[config.mk]
export PLATFORM = sky130hd
export DESIGN_NAME = cls_ctrl
export DESIGN_NICKNAME = d
export VERILOG_FILES = /design/src/design/cls_pkg.sv /design/src/design/cls_ctrl.sv
export SDC_FILE = /design/constraint.sdc
export NUM_CORES = 1
export LEC_CHECK = 0
export BUFFER_PORTS_ARGS = -buffer_cell sky130_fd_sc_hd__buf_2
export CORE_ASPECT_RATIO = 2
export CORE_MARGIN = 5
export CORE_UTILIZATION = 45
export DETAILED_ROUTE_END_ITERATION = 6
export PLACE_DENSITY = 0.77
export SETUP_SLACK_MARGIN = 0.1
export SYNTH_ARGS = -nofsm -noshare
export SYNTH_HDL_FRONTEND = slang
export SYNTH_SLANG_ARGS = --single-unit
[constraint.sdc]
create_clock -name clk_i -period 2.6 [get_ports clk_i]
set_clock_uncertainty 0.15 [all_clocks]
set_input_delay 0.39 -clock clk_i [delete_from_list [all_inputs] [get_ports clk_i]]
set_output_delay 0.39 -clock clk_i [all_outputs]
set_load 0.03 [all_outputs]
[src/design/cls_pkg.sv]
// Shared types, codes and fixed-point helpers of the Cholesky linear solver.
`default_nettype none
package cls_pkg;

  localparam int unsigned DW = 32;

  localparam logic signed [DW-1:0] VMAX = 32'sh7fff_ffff;
  localparam logic signed [DW-1:0] VMIN = 32'sh8000_0000;

  localparam logic [1:0] KIND_MAT   = 2'd0;
  localparam logic [1:0] KIND_RHS   = 2'd1;
  localparam logic [1:0] KIND_SOLVE = 2'd2;

  typedef struct packed {
    logic [1:0]           kind;
    logic [3:0]           row;
    logic [3:0]           col;
    logic signed [DW-1:0] value;
  } cls_in_t;

  typedef struct packed {
    logic [3:0]           index;
    logic signed [DW-1:0] solution;
    logic                 last;
    logic                 not_positive_definite;
  } cls_out_t;

  // solve phase
  typedef enum logic [1:0] {MODE_FAC, MODE_FWD, MODE_BWD, MODE_OUT} mode_e;

  // which operand the store reads address
  typedef enum logic [2:0] {RS_X, RS_Y, RS_BASE, RS_DIAG, RS_OUT} rsel_e;

  typedef struct packed {
    logic  accept;
    mode_e mode;
    logic  diag;
    rsel_e sel;
    logic  acc_clr;
    logic  lat_x;
    logic  mul;
    logic  acc;
    logic  lat_base;
    logic  ds_start;
    logic  wr_res;
    logic  emit;
    logic  last;
    logic  err;
  } cls_cmd_t;

  typedef struct packed {
    logic num_le0;
    logic ds_busy;
  } cls_sts_t;

  function automatic logic signed [DW-1:0] sat_add(input logic signed [DW-1:0] a,
                                                   input logic signed [DW-1:0] b);
    logic signed [DW:0] s;
    s = {a[DW-1], a} + {b[DW-1], b};
    if (s[DW] != s[DW-1]) begin
      sat_add = s[DW] ? VMIN : VMAX;
    end else begin
      sat_add = s[DW-1:0];
    end
  endfunction

  function automatic logic signed [DW-1:0] sat_sub(input logic signed [DW-1:0] a,
                                                   input logic signed [DW-1:0] b);
    logic signed [DW:0] s;
    s = {a[DW-1], a} - {b[DW-1], b};
    if (s[DW] != s[DW-1]) begin
      sat_sub = s[DW] ? VMIN : VMAX;
    end else begin
      sat_sub = s[DW-1:0];
    end
  endfunction

  // Q16.16 product from the full 64-bit product: shift toward zero, saturate
  function automatic logic signed [DW-1:0] qmul_fix(input logic signed [2*DW-1:0] p);
    logic signed [2*DW-1:0] adj;
    logic signed [47:0]     sh;
    adj = p + (p[2*DW-1] ? 64'sd65535 : 64'sd0);
    sh  = adj[2*DW-1:16];
    if (sh[47:31] != {17{sh[47]}}) begin
      qmul_fix = sh[47] ? VMIN : VMAX;
    end else begin
      qmul_fix = sh[31:0];
    end
  endfunction

endpackage
`default_nettype wire

[src/design/cls_ctrl.sv]
// Controller: loop counters and sequencing of factor, substitution and output.
`default_nettype none
module cls_ctrl
  import cls_pkg::*;
#(
  parameter int unsigned MAX_DIM = 16,
  localparam int unsigned IDX_W = (MAX_DIM > 1) ? $clog2(MAX_DIM) : 1,
  localparam int unsigned CW    = IDX_W + 1
) (
  input  wire logic          clk_i,
  input  wire logic          rst_ni,
  input  wire logic          start,
  input  wire logic [1:0]    kind_i,
  output logic               busy,
  input  wire logic          cfg_valid_i,
  output logic               cfg_ready_o,
  input  wire logic [4:0]    cfg_data_i,
  input  wire cls_sts_t      sts_i,
  output cls_cmd_t           cmd_o,
  output logic [CW-1:0]      i_o,
  output logic [CW-1:0]      k_o,
  output logic [CW-1:0]      j_o
);

  localparam int unsigned NMAX = (MAX_DIM < 16) ? MAX_DIM : 16;

  typedef enum logic [3:0] {
    S_IDLE, S_ELEM, S_CHK, S_RX, S_RY, S_MUL, S_ACC, S_BASE, S_BLAT,
    S_DSTART, S_DWAIT, S_WRITE, S_OUT_RD, S_OUT_EM
  } state_e;

  state_e        state_q;
  mode_e         mode_q;
  logic [CW-1:0] i_q, k_q, j_q, n_q;
  logic          err_q;
  logic [4:0]    size_q;

  logic [CW-1:0] n_sel, j_start, j_end;
  logic          diag, idle;

  assign idle = state_q == S_IDLE;
  assign diag = (mode_q == MODE_FAC) && (k_q == i_q);

  always_comb begin
    if (size_q == '0) begin
      n_sel = CW'(1);
    end else if (int'(size_q) > NMAX) begin
      n_sel = CW'(NMAX);
    end else begin
      n_sel = CW'(size_q);
    end
  end

  always_comb begin
    case (mode_q)
      MODE_FAC: begin j_start = '0;         j_end = k_q; end
      MODE_FWD: begin j_start = '0;         j_end = i_q; end
      default:  begin j_start = i_q + 1'b1; j_end = n_q; end
    endcase
  end

  always_ff @(posedge clk_i or negedge rst_ni) begin
    if (!rst_ni) begin
      state_q <= S_IDLE;
      mode_q  <= MODE_FAC;
      i_q     <= '0;
      k_q     <= '0;
      j_q     <= '0;
      n_q     <= '0;
      err_q   <= 1'b0;
      size_q  <= 5'd16;
    end else begin
      unique case (state_q)
        S_IDLE: begin
          if (cfg_valid_i) begin
            size_q <= cfg_data_i;
          end
          if (start && kind_i == KIND_SOLVE) begin
            n_q     <= n_sel;
            err_q   <= 1'b0;
            mode_q  <= MODE_FAC;
            i_q     <= '0;
            k_q     <= '0;
            state_q <= S_ELEM;
          end
        end
        S_ELEM: begin
          j_q     <= j_start;
          state_q <= S_CHK;
        end
        S_CHK:  state_q <= (j_q == j_end) ? S_BASE : S_RX;
        S_RX:   state_q <= S_RY;
        S_RY:   state_q <= S_MUL;
        S_MUL:  state_q <= S_ACC;
        S_ACC: begin
          j_q     <= j_q + 1'b1;
          state_q <= S_CHK;
        end
        S_BASE: state_q <= S_BLAT;
        S_BLAT: state_q <= S_DSTART;
        S_DSTART: begin
          if (diag && sts_i.num_le0) begin
            // radicand not positive: abandon factoring, report zeros
            err_q   <= 1'b1;
            mode_q  <= MODE_OUT;
            i_q     <= '0;
            state_q <= S_OUT_RD;
          end else begin
            state_q <= S_DWAIT;
          end
        end
        S_DWAIT: begin
          if (!sts_i.ds_busy) begin
            state_q <= S_WRITE;
          end
        end
        S_WRITE: begin
          state_q <= S_ELEM;
          case (mode_q)
            MODE_FAC: begin
              if (diag) begin
                k_q <= '0;
                if (i_q + 1'b1 == n_q) begin
                  mode_q <= MODE_FWD;
                  i_q    <= '0;
                end else begin
                  i_q <= i_q + 1'b1;
                end
              end else begin
                k_q <= k_q + 1'b1;
              end
            end
            MODE_FWD: begin
              if (i_q + 1'b1 == n_q) begin
                mode_q <= MODE_BWD;
                i_q    <= n_q - 1'b1;
              end else begin
                i_q <= i_q + 1'b1;
              end
            end
            default: begin
              if (i_q == '0) begin
                mode_q  <= MODE_OUT;
                state_q <= S_OUT_RD;
              end else begin
                i_q <= i_q - 1'b1;
              end
            end
          endcase
        end
        S_OUT_RD: state_q <= S_OUT_EM;
        S_OUT_EM: begin
          if (i_q + 1'b1 == n_q) begin
            state_q <= S_IDLE;
          end else begin
            i_q     <= i_q + 1'b1;
            state_q <= S_OUT_RD;
          end
        end
        default: state_q <= S_IDLE;
      endcase
    end
  end

  always_comb begin
    cmd_o          = '0;
    cmd_o.accept   = start && idle;
    cmd_o.mode     = mode_q;
    cmd_o.diag     = diag;
    cmd_o.err      = err_q;
    cmd_o.last     = (i_q + 1'b1 == n_q);
    cmd_o.acc_clr  = state_q == S_ELEM;
    cmd_o.lat_x    = state_q == S_RY;
    cmd_o.mul      = state_q == S_MUL;
    cmd_o.acc      = state_q == S_ACC;
    cmd_o.lat_base = state_q == S_BLAT;
    cmd_o.ds_start = (state_q == S_DSTART) && !(diag && sts_i.num_le0);
    cmd_o.wr_res   = state_q == S_WRITE;
    cmd_o.emit     = state_q == S_OUT_EM;
    unique case (state_q)
      S_RY:     cmd_o.sel = RS_Y;
      S_BASE:   cmd_o.sel = RS_BASE;
      S_BLAT:   cmd_o.sel = RS_DIAG;
      S_OUT_RD: cmd_o.sel = RS_OUT;
      default:  cmd_o.sel = RS_X;
    endcase
  end

  assign busy        = !idle;
  assign cfg_ready_o = idle;
  assign i_o         = i_q;
  assign k_o         = k_q;
  assign j_o         = j_q;

endmodule
`default_nettype wire

After elaboration in Yosys (flattened, before gate mapping)
Index checks and enable logic that the tools add are counted.
{"block": "totals", "n_memories": 0, "ram_bits": 0, "wordCells": 104, "inputBits": 13, "register_bits": 32, "out_inout_bits": 34, "latchBits": 0, "rom_bits": 0}
{"block": "classes", "order_cmp": 1, "multipliers": 0, "n_eq_ne": 28, "bitwise_logic": 0, "div_mod_pow": 0, "reduce_logical": 25, "mux": 37, "shifts": 0, "n_addsub": 5}
{"cell": "$mux W5", "n": 12}
{"cell": "$pmux W4 S13", "n": 1}
{"cell": "$pmux W5 S2", "n": 4}
{"cell": "$eq A4 B4 Y1 const B", "n": 6}
{"cell": "$mux W4", "n": 5}
{"cell": "$pmux W5 S4", "n": 1}
{"cell": "$eq A4 B3 Y1 const B", "n": 4}
{"cell": "$add A5 B1 Y5 const B", "n": 3}
{"cell": "$eq A5 B5 Y1", "n": 3}
{"cell": "$mux W2", "n": 6}
{"cell": "$pmux W3 S4", "n": 1}
{"cell": "$logic_not A5 Y1", "n": 2}
{"cell": "$sub A5 B1 Y5 const B", "n": 2}
{"cell": "$ne A3 B3 Y1 const B", "n": 3}
{"cell": "$eq A4 B2 Y1 const B", "n": 2}
{"cell": "$reduce_and A7 Y1", "n": 1}
{"cell": "$mux W3", "n": 2}
{"cell": "$ne A2 B2 Y1 const B", "n": 3}
{"cell": "$pmux W2 S3", "n": 1}
{"cell": "$reduce_and A2 Y1", "n": 3}
{"cell": "$reduce_and A3 Y1", "n": 2}
{"cell": "$reduce_and A6 Y1", "n": 1}
{"cell": "$reduce_bool A2 Y1", "n": 3}
{"cell": "$gt A5 B5 Y1 const B", "n": 1}
{"cell": "other kinds (16)", "n": 24}

Logic depth before layout (Yosys ltp)
Gate-level depths: netlist of the first run.
{"block": "logic_depth", "depth_word": 6, "depth_mapped": 9, "ltp_nobuf": 8}

Worst setup path before layout of the first run
No wires, ideal clock.
{"block": "synth_timing", "kind": "reg2out", "start": "register state_q[3]", "end": "output port cmd_o[11] in the netlist's numbering", "stages_incl_launch_ff": 5, "setup_slack_ps": -300, "path_buffers": 2, "arrival_ps": 2360, "required_ps": 2060, "path_cell_list": "dfrtp_1 -> clkbuf_1 -> clkbuf_1 -> nor4b_1 -> o21bai_1"}
{"element": "start: declaration", "line": "cls_ctrl.sv:32", "rtl": "state_e state_q;"}
{"element": "start signal: assignment", "line": "cls_ctrl.sv:91", "rtl": "S_CHK: state_q <= (j_q == j_end) ? S_BASE : S_RX;"}
{"element": "end: declaration", "line": "cls_ctrl.sv:19", "rtl": "output cls_cmd_t cmd_o,"}

==> run summary, run 1 <==
status -> finished clean
leakage -> 1.47 nW
unrepaired setup endpoints after global routing -> yes
post-synthesis sequential area ratio -> 0.310
final setup fails -> 0
CTS Buffer Depth -> 2
syn_area_per_cell -> 8.39 µm²
PortBufs -> 46
Yosys reg bits -> 32
maximum vdd ir drop -> 0.890 mV
Gate Count Post-Synth -> 308
Slew HR -> 0.461
routed vias/inst -> 6.25
Diodes inserted -> 0
Top FF cell, synth -> dfrtp_1
GRT Total Usage -> 0.242
Worst Path Required -> 2.06 ns
worst hold path type -> in2async
DR WL/cell -> 20.4 µm
Worst Max-Slew Pin Slew -> 0.809 ns
fin cells -> 430
via count -> 2689
period utilization -> 0.946
pin count of the biggest net entering global routing -> 33
Arr. time, crit path -> 1.92 ns
global-route wire length before repair -> 13800 µm
number of global-route vias before repair -> 2603
commonest non-fill, non-tap cells in the layout -> buf_2, buf_4, dfrtp_1
clock sink count -> 32
First-pass DRT Iterations -> 5
Slew Viols, Final -> 0
Num CTS Buffers -> 5
Max Fclk -> 0.407 GHz
clock root cell -> clkbuf_16
max_cap viols -> 0
CTS H-Tree Depth -> 2
commonest non-fill, non-tap cell in the layout -> buf_2
Worst-path clk slew -> 0.06 ns
Die Wd -> 63.6 µm
area grow syn2layout -> 24.6%
Syn Nets -> 327
core area -> 5660 µm²
post-route ant nets -> 0
Detailed Route WL -> 8780 µm
clock latency on the worst-skew pair -> 0.29 ns
layout cell share with drive strength beyond 1 -> 0.298
Multi-input gate area -> 1680 µm²
FF/Latch Area -> 806 µm²
Final nets -> 387
Die Ht -> 117 µm
number of I/O pins -> 47
Final Critical Period -> 2.46 ns
dpl cells -> 419
pwr/cell area -> 1430 nW/µm²
1st-iter DRT viols -> 98
YS warnings -> 0
initial antenna violation count -> 0
hold-fix buffers at CTS -> 0
Cell Area, Synth -> 2580 µm²
Crit Path Class -> reg2out
Initial Util -> 0.456
Unique masters post-synth -> 64
post-route setup TNS -> 0 ns
FFs w/ async S/R, synth -> 1.00
CP Launch Type -> register
Final Hold Viols -> 0
DRC Markers -> 0
Post-synth EDFFs -> 0
CP endpoint kind -> output pin
Die ar. -> 7450 µm²
CTS tree -> built
Core Rows -> 39
Post-DP HPWL -> 6610 µm
CP max FO -> 6
total gr overflow -> 0
gpl congestion -> 0.962
fillers -> 528
## power breakdown
| part | internal [W] | switching, W | total [W] |
|---|---|---|---|
| Clock | 0.000356 | 0.000247 | 0.000603 |
| Sequential | 0.000723 | 0.000326 | 0.00105 |
| Combinational | 0.00113 | 0.00184 | 0.00296 |
| Total | 0.00220 | 0.00241 | 0.00461 |
## critical path, stage by stage, from the launching register on
cell	delay, ns
dfrtp_1	0.52
xor2_1	0.34
xor2_1	0.35
nand3_2	0.13
inv_1	0.11
buf_4	0.16
## per-layer routing
metal  track usage  vias to the layer above  share of wire
met2         0.422                      134           0.52
met4         0.197                        0          0.088
li1              -                     1241              -
met1         0.252                     1271           0.33
met3        0.0392                       43          0.060
met5             0                        -              0
## logic make-up after synthesis
family                   after synthesis  share of synthesized area
flip-flops                            32                      0.310
AND/OR/NAND/NOR                      114                      0.236
AO/OA/AOI/OAI                         78                      0.208
buffers and inverters                 37                     0.0639
XOR/XNOR                              30                      0.108
adder cells (fa/ha/maj)                6                     0.0291
multiplexers                          11                     0.0450
## cell usage after synthesis (all sizes together), types with 2 or more instances
cell type	number	area share
nor3	15	0.033
inv	14	0.020
a21oi	13	0.025
a31oi	4	0.0097
o31ai	3	0.0087
mux2i	6	0.023
a32o	2	0.0077
buf	10	0.025
nand3	13	0.025
nor3b	2	0.0058
a21o	2	0.0058
or2	2	0.0048
mux2	5	0.022
nand3b	4	0.012
a211oi	7	0.020
o21ai	16	0.031
nor4b	4	0.014
o21a	2	0.0058
ha	6	0.029
a22oi	3	0.0087
nand4	4	0.0097
nand2	28	0.041
o41ai	2	0.0068
clkbuf	12	0.017
nor4	3	0.0097
and2	3	0.0073
a221oi	2	0.0068
xor2	17	0.058
a311oi	3	0.010
nand2b	3	0.0073
o22ai	2	0.0048
nor2	22	0.033
o211ai	5	0.015
or3	4	0.012
a221o	2	0.0077
dfrtp	31	0.30
o2111ai	2	0.0068
xnor2	12	0.041
## through the flow
stage | hold WS [ns] | cell area, µm² | utilization | total power [W] | worst slack, ns
3_3_place_gp | 0.329 | 2990 | 0.527 | 0.00377 | 0.168
5_1_grt | 0.0985 | 3220 | 0.569 | 0.00489 | 0.0295
4_1_cts | 0.0580 | 3170 | 0.560 | 0.00450 | 0.112
3_5_place_dp | 0.334 | 2990 | 0.527 | 0.00380 | 0.151
2_1_floorplan | -0.0556 | 2590 | - | 0.00292 | 0.115
6_report | 0.0317 | 3220 | 0.569 | 0.00461 | 0.141
## sequential cells by signal, summed over array words and instances, names as in the netlist
| signal | cells |
|---|---|
| i_o | 5 |
| j_o | 5 |
| k_o | 5 |
| n_q | 5 |
| size_q | 5 |
| state_q | 4 |
| mode_q | 2 |
| err_q | 1 |
## layout make-up
type / count / share of cell area
sequential: 32 / 0.250
tap: 61 / 0.0237
clock buffer: 5 / 0.0389
clock inverter: 3 / 0.00738
inverter: 15 / 0.0175
timing repair buffer: 75 / 0.140
multi-input combinational: 239 / 0.522
## path summary, 6_finish.rpt
path / to / startpoint / depth (start not counted) / slack, ns
min in group clk_i: size_q[0]$_DFFE_PN0P_ / cfg_data_i[0] / 2 / 0.18
hold / removal: j_o[3]$_DFFE_PN0P_ / rst_ni / 1 / 0.03
setup / recovery: cmd_o[1] / i_o[3]$_DFFE_PN0P_ / 5 / 0.14
hold reg to reg: err_q$_DFFE_PN0P_ / err_q$_DFFE_PN0P_ / 1 / 0.34
setup reg to reg: i_o[3]$_DFFE_PN0P_ / i_o[2]$_DFFE_PN0P_ / 7 / 0.15
max in group asynchronous: i_o[0]$_DFFE_PN0P_ / rst_ni / 1 / 1.69
## what timing repair did
action,CTS,global route
pin swaps,2,6
resized for setup,6,8
endpoints found under the setup margin,3,12
setup buffers,2,1
endpoints found under the hold margin,0,0
Power figures use the tool's default switching activity.
==> run 2, diff against run 1 <==
Settings changed: MAX_ROUTING_LAYER set to met4.
==> run 2 against run 1 <==
Count of clock-buffer cells in the layout grew 1; hold slack got worse by 0.0058 ns; flip-flop and latch count is the same; routed wire length is 4.2% lower; via count decreased by 0.89%; sequential power is essentially flat; final area is 0.27% lower; utilization fell by 0.15 points; largest cell class unchanged; largest power group unchanged; highest routed layer unchanged.
==> run summary, run 2 (synthesized netlist as in run 1, its figures left out) <==
Slew Viols, Final -> 0
leakage -> 1.47 nW
Cell Chain, Critical Path -> or4_1 > inv_1 > and2_1 > buf_2
1st-iter DRT viols -> 135
CP top delay family -> simple AND/OR/NAND/NOR gates
Final Critical Period -> 2.45 ns
Arr. time, crit path -> 1.91 ns
critical path's slowest cell -> or4_1
Detailed Route WL -> 8410 µm
worst hold path type -> in2async
Die Ht -> 117 µm
PortBufs -> 46
CP endpoint kind -> output pin
First-pass DRT Iterations -> 4
Core Rows -> 39
gpl congestion -> 1.03
Max Fclk -> 0.408 GHz
commonest non-fill, non-tap cells in the layout -> buf_2, buf_4, nand2_1
pwr/cell area -> 1420 nW/µm²
CP Launch Type -> register
DRC Markers -> 0
clock latency on the worst-skew pair -> 0.28 ns
hold-fix buffers at CTS -> 0
fillers -> 513
Slew HR -> 0.468
Worst-path clk slew -> 0.05 ns
CP max FO -> 9
clock sink count -> 32
Crit Path Class -> reg2out
max_cap viols -> 0
Final Hold Viols -> 0
Pwr Total -> 0.00456 W
via count -> 2665
status -> finished clean
routed vias/inst -> 6.18
CTS Buffer Depth -> 2
Diodes inserted -> 0
initial antenna violation count -> 0
CTS H-Tree Depth -> 2
post-route setup TNS -> 0 ns
number of I/O pins -> 47
pin count of the biggest net entering global routing -> 33
Num CTS Buffers -> 5
unrepaired setup endpoints after global routing -> yes
final setup fails -> 0
total gr overflow -> 0
maximum vdd ir drop -> 1.08 mV
CTS tree -> built
DR WL/cell -> 19.5 µm
Post-DP HPWL -> 6610 µm
WP buf/inv -> 2
area grow syn2layout -> 24.3%
hold slack -> 0.0259 ns
core area -> 5660 µm²
period utilization -> 0.943
number of global-route vias before repair -> 2630
Worst Path Required -> 2.06 ns
Final nets -> 388
Die ar. -> 7450 µm²
slowest stage delay, CP -> 0.60 ns
GRT Total Usage -> 0.240
commonest non-fill, non-tap cell in the layout -> buf_2
Die Wd -> 63.6 µm
layout cell share with drive strength beyond 1 -> 0.297
Worst Max-Slew Pin Slew -> 0.798 ns
post-route ant nets -> 0
Initial Util -> 0.456
global-route wire length before repair -> 13400 µm
clock root cell -> clkbuf_16
==> run 2: changes by cell type in the layout (fill, tap and decap cells not counted), moves of 2 or more <==
cell	before	now
buf_4	30	32
clkinv_2	0	2
nand3_2	3	1
dfrtp_1	28	26
clkinvlp_4	2	0
dfrtp_2	3	5
nand3_1	10	12
==> run 2: layer usage <==
layer,track usage,up-vias,share of wire
met5,-,-,0
met4,0.204,0,0.088
met3,0.0516,51,0.063
met2,0.406,118,0.52
met1,0.228,1247,0.33
li1,-,1249,-
==> run 2: repair_timing <==
| item | 4_1_cts | 5_1_grt |
|---|---|---|
| pin swaps | 2 | 4 |
| setup buffers | 1 | 1 |
| endpoints found under the setup margin | 3 | 12 |
| resized for setup | 8 | 6 |
| hold endpoints to repair | 0 | 0 |
==> run 2: final timing paths <==
path / start / endpoint / slack [ns] / depth (start not counted)
worst max-delay path: state_q[0]$_DFFE_PN0P_ / cmd_o[16] / 0.15 / 4
worst min-delay path: rst_ni / state_q[0]$_DFFE_PN0P_ / 0.03 / 1
worst max register to register: i_o[0]$_DFFE_PN0P_ / i_o[2]$_DFFE_PN0P_ / 0.19 / 7
worst min register to register: err_q$_DFFE_PN0P_ / err_q$_DFFE_PN0P_ / 0.35 / 1
max in group asynchronous: rst_ni / i_o[3]$_DFFE_PN0P_ / 1.73 / 1
min in group clk_i: cfg_data_i[0] / size_q[0]$_DFFE_PN0P_ / 0.19 / 2
==> run 2: cell type report <==
type                       count  area [µm²]  area share
multi-input combinational    239        1660       0.517
sequential                    32         808       0.252
timing repair buffer          76         460       0.143
clock buffer                   6         139      0.0433
tap                           61        76.3      0.0238
inverter                      15        56.3      0.0175
clock inverter                 2        10.0     0.00312
==> run 2: stage by stage <==
step,instances,instance area (µm²),util,worst slack (ns)
floorplan,308,2590,-,0.115
global placement,421,3000,0.530,0.184
detailed placement,421,3000,0.530,0.131
CTS,430,3190,0.563,0.104
global route,431,3210,0.567,0.0957
finish,431,3210,0.567,0.147
==> run 2: report_power, final <==
group | switching, W | internal [W] | total [W] | leakage, nW
logic | 0.00179 | 0.00113 | 0.00292 | 1.00
registers | 0.000327 | 0.000725 | 0.00105 | 0.397
clock network | 0.000217 | 0.000377 | 0.000594 | 0.0766
==> run 3, diff against run 2 <==
Settings changed: ABC_AREA set to 1, PLACE_DENSITY 0.77 to 0.76, RECOVER_POWER set to 100, SKIP_LAST_GASP set to 1.
==> run 3 against run 2 <==
The flow now finishes with violations (max-capacitance violations, max-slew violations); highest routed layer unchanged; via count rose by 0.30%; hold slack improved by 0.13 ns; first-iteration DRC count rose by 72%; largest cell class unchanged; setup slack improved by 0.020 ns; largest power group unchanged.
==> run summary, run 3 <==
PortBufs -> 46
post-synthesis sequential area ratio -> 0.298
initial antenna violation count -> 0
Final nets -> 439
Post-DP HPWL -> 5970 µm
number of global-route vias before repair -> 2630
status -> finished, violations left
Arr. time, crit path -> 1.89 ns
max_cap viols -> 1
syn_area_per_cell -> 7.31 µm²
Crit Path Class -> reg2out
layout cell share with drive strength beyond 1 -> 0.207
FF/Latch Area -> 803 µm²
slowest stage delay, CP -> 0.44 ns
Unique masters post-synth -> 42
DRC Markers -> 0
YS warnings -> 0
clock latency on the worst-skew pair -> 0.28 ns
pin count of the biggest net entering global routing -> 33
First-pass DRT Iterations -> 4
DR WL/cell -> 15.9 µm
final setup fails -> 0
Cell Chain, Critical Path -> inv_6 > ha_4 > inv_2 > nand2_1 > nand2_1 > nor2_4 > inv_1 > nor2_1 > nand3_1 > nor2_4 > buf_6
pwr/cell area -> 1160 nW/µm²
failing checks -> max-capacitance violations, max-slew violations
post-route setup TNS -> 0 ns
Core Rows -> 40
1st-iter DRT viols -> 232
CTS Buffer Depth -> 2
Slew HR -> -0.185
Initial Util -> 0.455
CP top delay family -> simple AND/OR/NAND/NOR gates
Worst Path Required -> 2.06 ns
Post-synth EDFFs -> 0
Diodes inserted -> 0
Num CTS Buffers -> 5
routed vias/inst -> 5.52
clock sink count -> 32
post-route ant nets -> 0
unrepaired setup endpoints after global routing -> yes
Top FF cell, synth -> dfrtp_1
leakage -> 1.54 nW
fin cells -> 484
most common cell in the netlist -> nand2_1
Worst Max-Slew Pin Slew -> 1.78 ns
worst hold path type -> in2reg
fillers -> 597
commonest non-fill, non-tap cells in the layout -> nand2_1, nor2_1, inv_1
GRT Total Usage -> 0.216
synth cell count leaders -> nand2_1, nor2_1, inv_1, dfrtp_1, nand3_1
Final Hold Viols -> 0
Yosys reg bits -> 32
dpl cells -> 474
CTS H-Tree Depth -> 2
Synth area leaders -> dfrtp_1, nand2_1, nor2_1
gpl congestion -> 1.05
FFs w/ async S/R, synth -> 1.00
CP endpoint kind -> output pin
Multi-input gate area -> 1560 µm²
Synth top area share -> 0.289
commonest non-fill, non-tap cell in the layout -> nand2_1
clock root cell -> clkbuf_16
via count -> 2673
CP Launch Type -> register
Die Ht -> 119 µm
number of I/O pins -> 47
Syn Nets -> 387
period utilization -> 0.935
global-route wire length before repair -> 12800 µm
Gate Count Post-Synth -> 368
area grow syn2layout -> 14.7%
total gr overflow -> 0
core area -> 5910 µm²
maximum vdd ir drop -> 0.652 mV
Detailed Route WL -> 7690 µm
reg2reg setup slack -> 0.29 ns
final core utilization -> 0.522
Pwr Total -> 0.00358 W
WP buf/inv -> 4
Max Fclk -> 0.411 GHz
CTS tree -> built
Final Critical Period -> 2.43 ns
critical path's slowest cell -> dfrtp_2
Die Wd -> 64.7 µm
CP max FO -> 7
Worst-path clk slew -> 0.06 ns
Slew Viols, Final -> 33
area leader, netlist -> dfrtp_1
Cell Area, Synth -> 2690 µm²
hold-fix buffers at CTS -> 0
Die ar. -> 7710 µm²
-- run 3: layout make-up --
class	count	share of cell area
sequential	32	0.261
tap	63	0.0256
clock buffer	6	0.0450
timing repair buffer	53	0.0812
multi-input combinational	270	0.506
inverter	58	0.0763
clock inverter	2	0.00487
-- run 3: repair_timing --
item,4_1_cts,5_1_grt
pin swaps,0,3
setup buffers,0,2
endpoints found under the hold margin,0,0
gates resized for setup,1,7
setup endpoints to repair,1,2
-- run 3: logic make-up (layout without fill, tap and decap cells) --
kind of cell	Yosys count	count (layout)	share of synthesized area
AOI/OAI and AO/OA	54	54	0.121
buffers and inverters	66	119	0.112
DFF	32	32	0.298
adders and majority gates	6	6	0.0279
muxes	2	2	0.00838
and+or+nand+nor	198	198	0.399
xor gates and xnor gates	10	10	0.0326
-- run 3: worst paths after layout --
check                                       start                endpoint  cells after the start
setup / recovery               i_o[0]$_DFFE_PN0P_                cmd_o[1]                     11
hold / removal                           sts_i[0]  state_q[0]$_DFFE_PN0P_                      2
setup reg to reg           state_q[1]$_DFFE_PN0P_      i_o[0]$_DFFE_PN0P_                     12
hold reg to reg             size_q[0]$_DFFE_PN0P_   size_q[0]$_DFFE_PN0P_                      1
max in group asynchronous                  rst_ni      i_o[0]$_DFFE_PN0P_                      1
min in group asynchronous                  rst_ni      j_o[2]$_DFFE_PN0P_                      1
-- run 3: per-stage QoR --
step / setup WS (ns) / hold slack (ns) / cell area, µm²
detailed placement: 0.366 / 0.352 / 2970
global placement: 0.401 / 0.333 / 2970
CTS: 0.128 / 0.0544 / 3140
finish: 0.168 / 0.151 / 3080
global route: 0.0496 / 0.152 / 3080
floorplan: 0.242 / -0.0556 / 2690
-- run 3: metal layers --
metal,wire (µm),part of all wire,track usage
met2,3910,0.51,0.359
met4,300,0.039,0.0993
met1,3020,0.39,0.252
met5,0,0,-
met3,462,0.060,0.0349
-- run 3: report_power, final --
part	internal, W	switching (W)
Clock	0.000380	0.000227
Sequential	0.000680	0.000213
Combinational	0.000621	0.00146
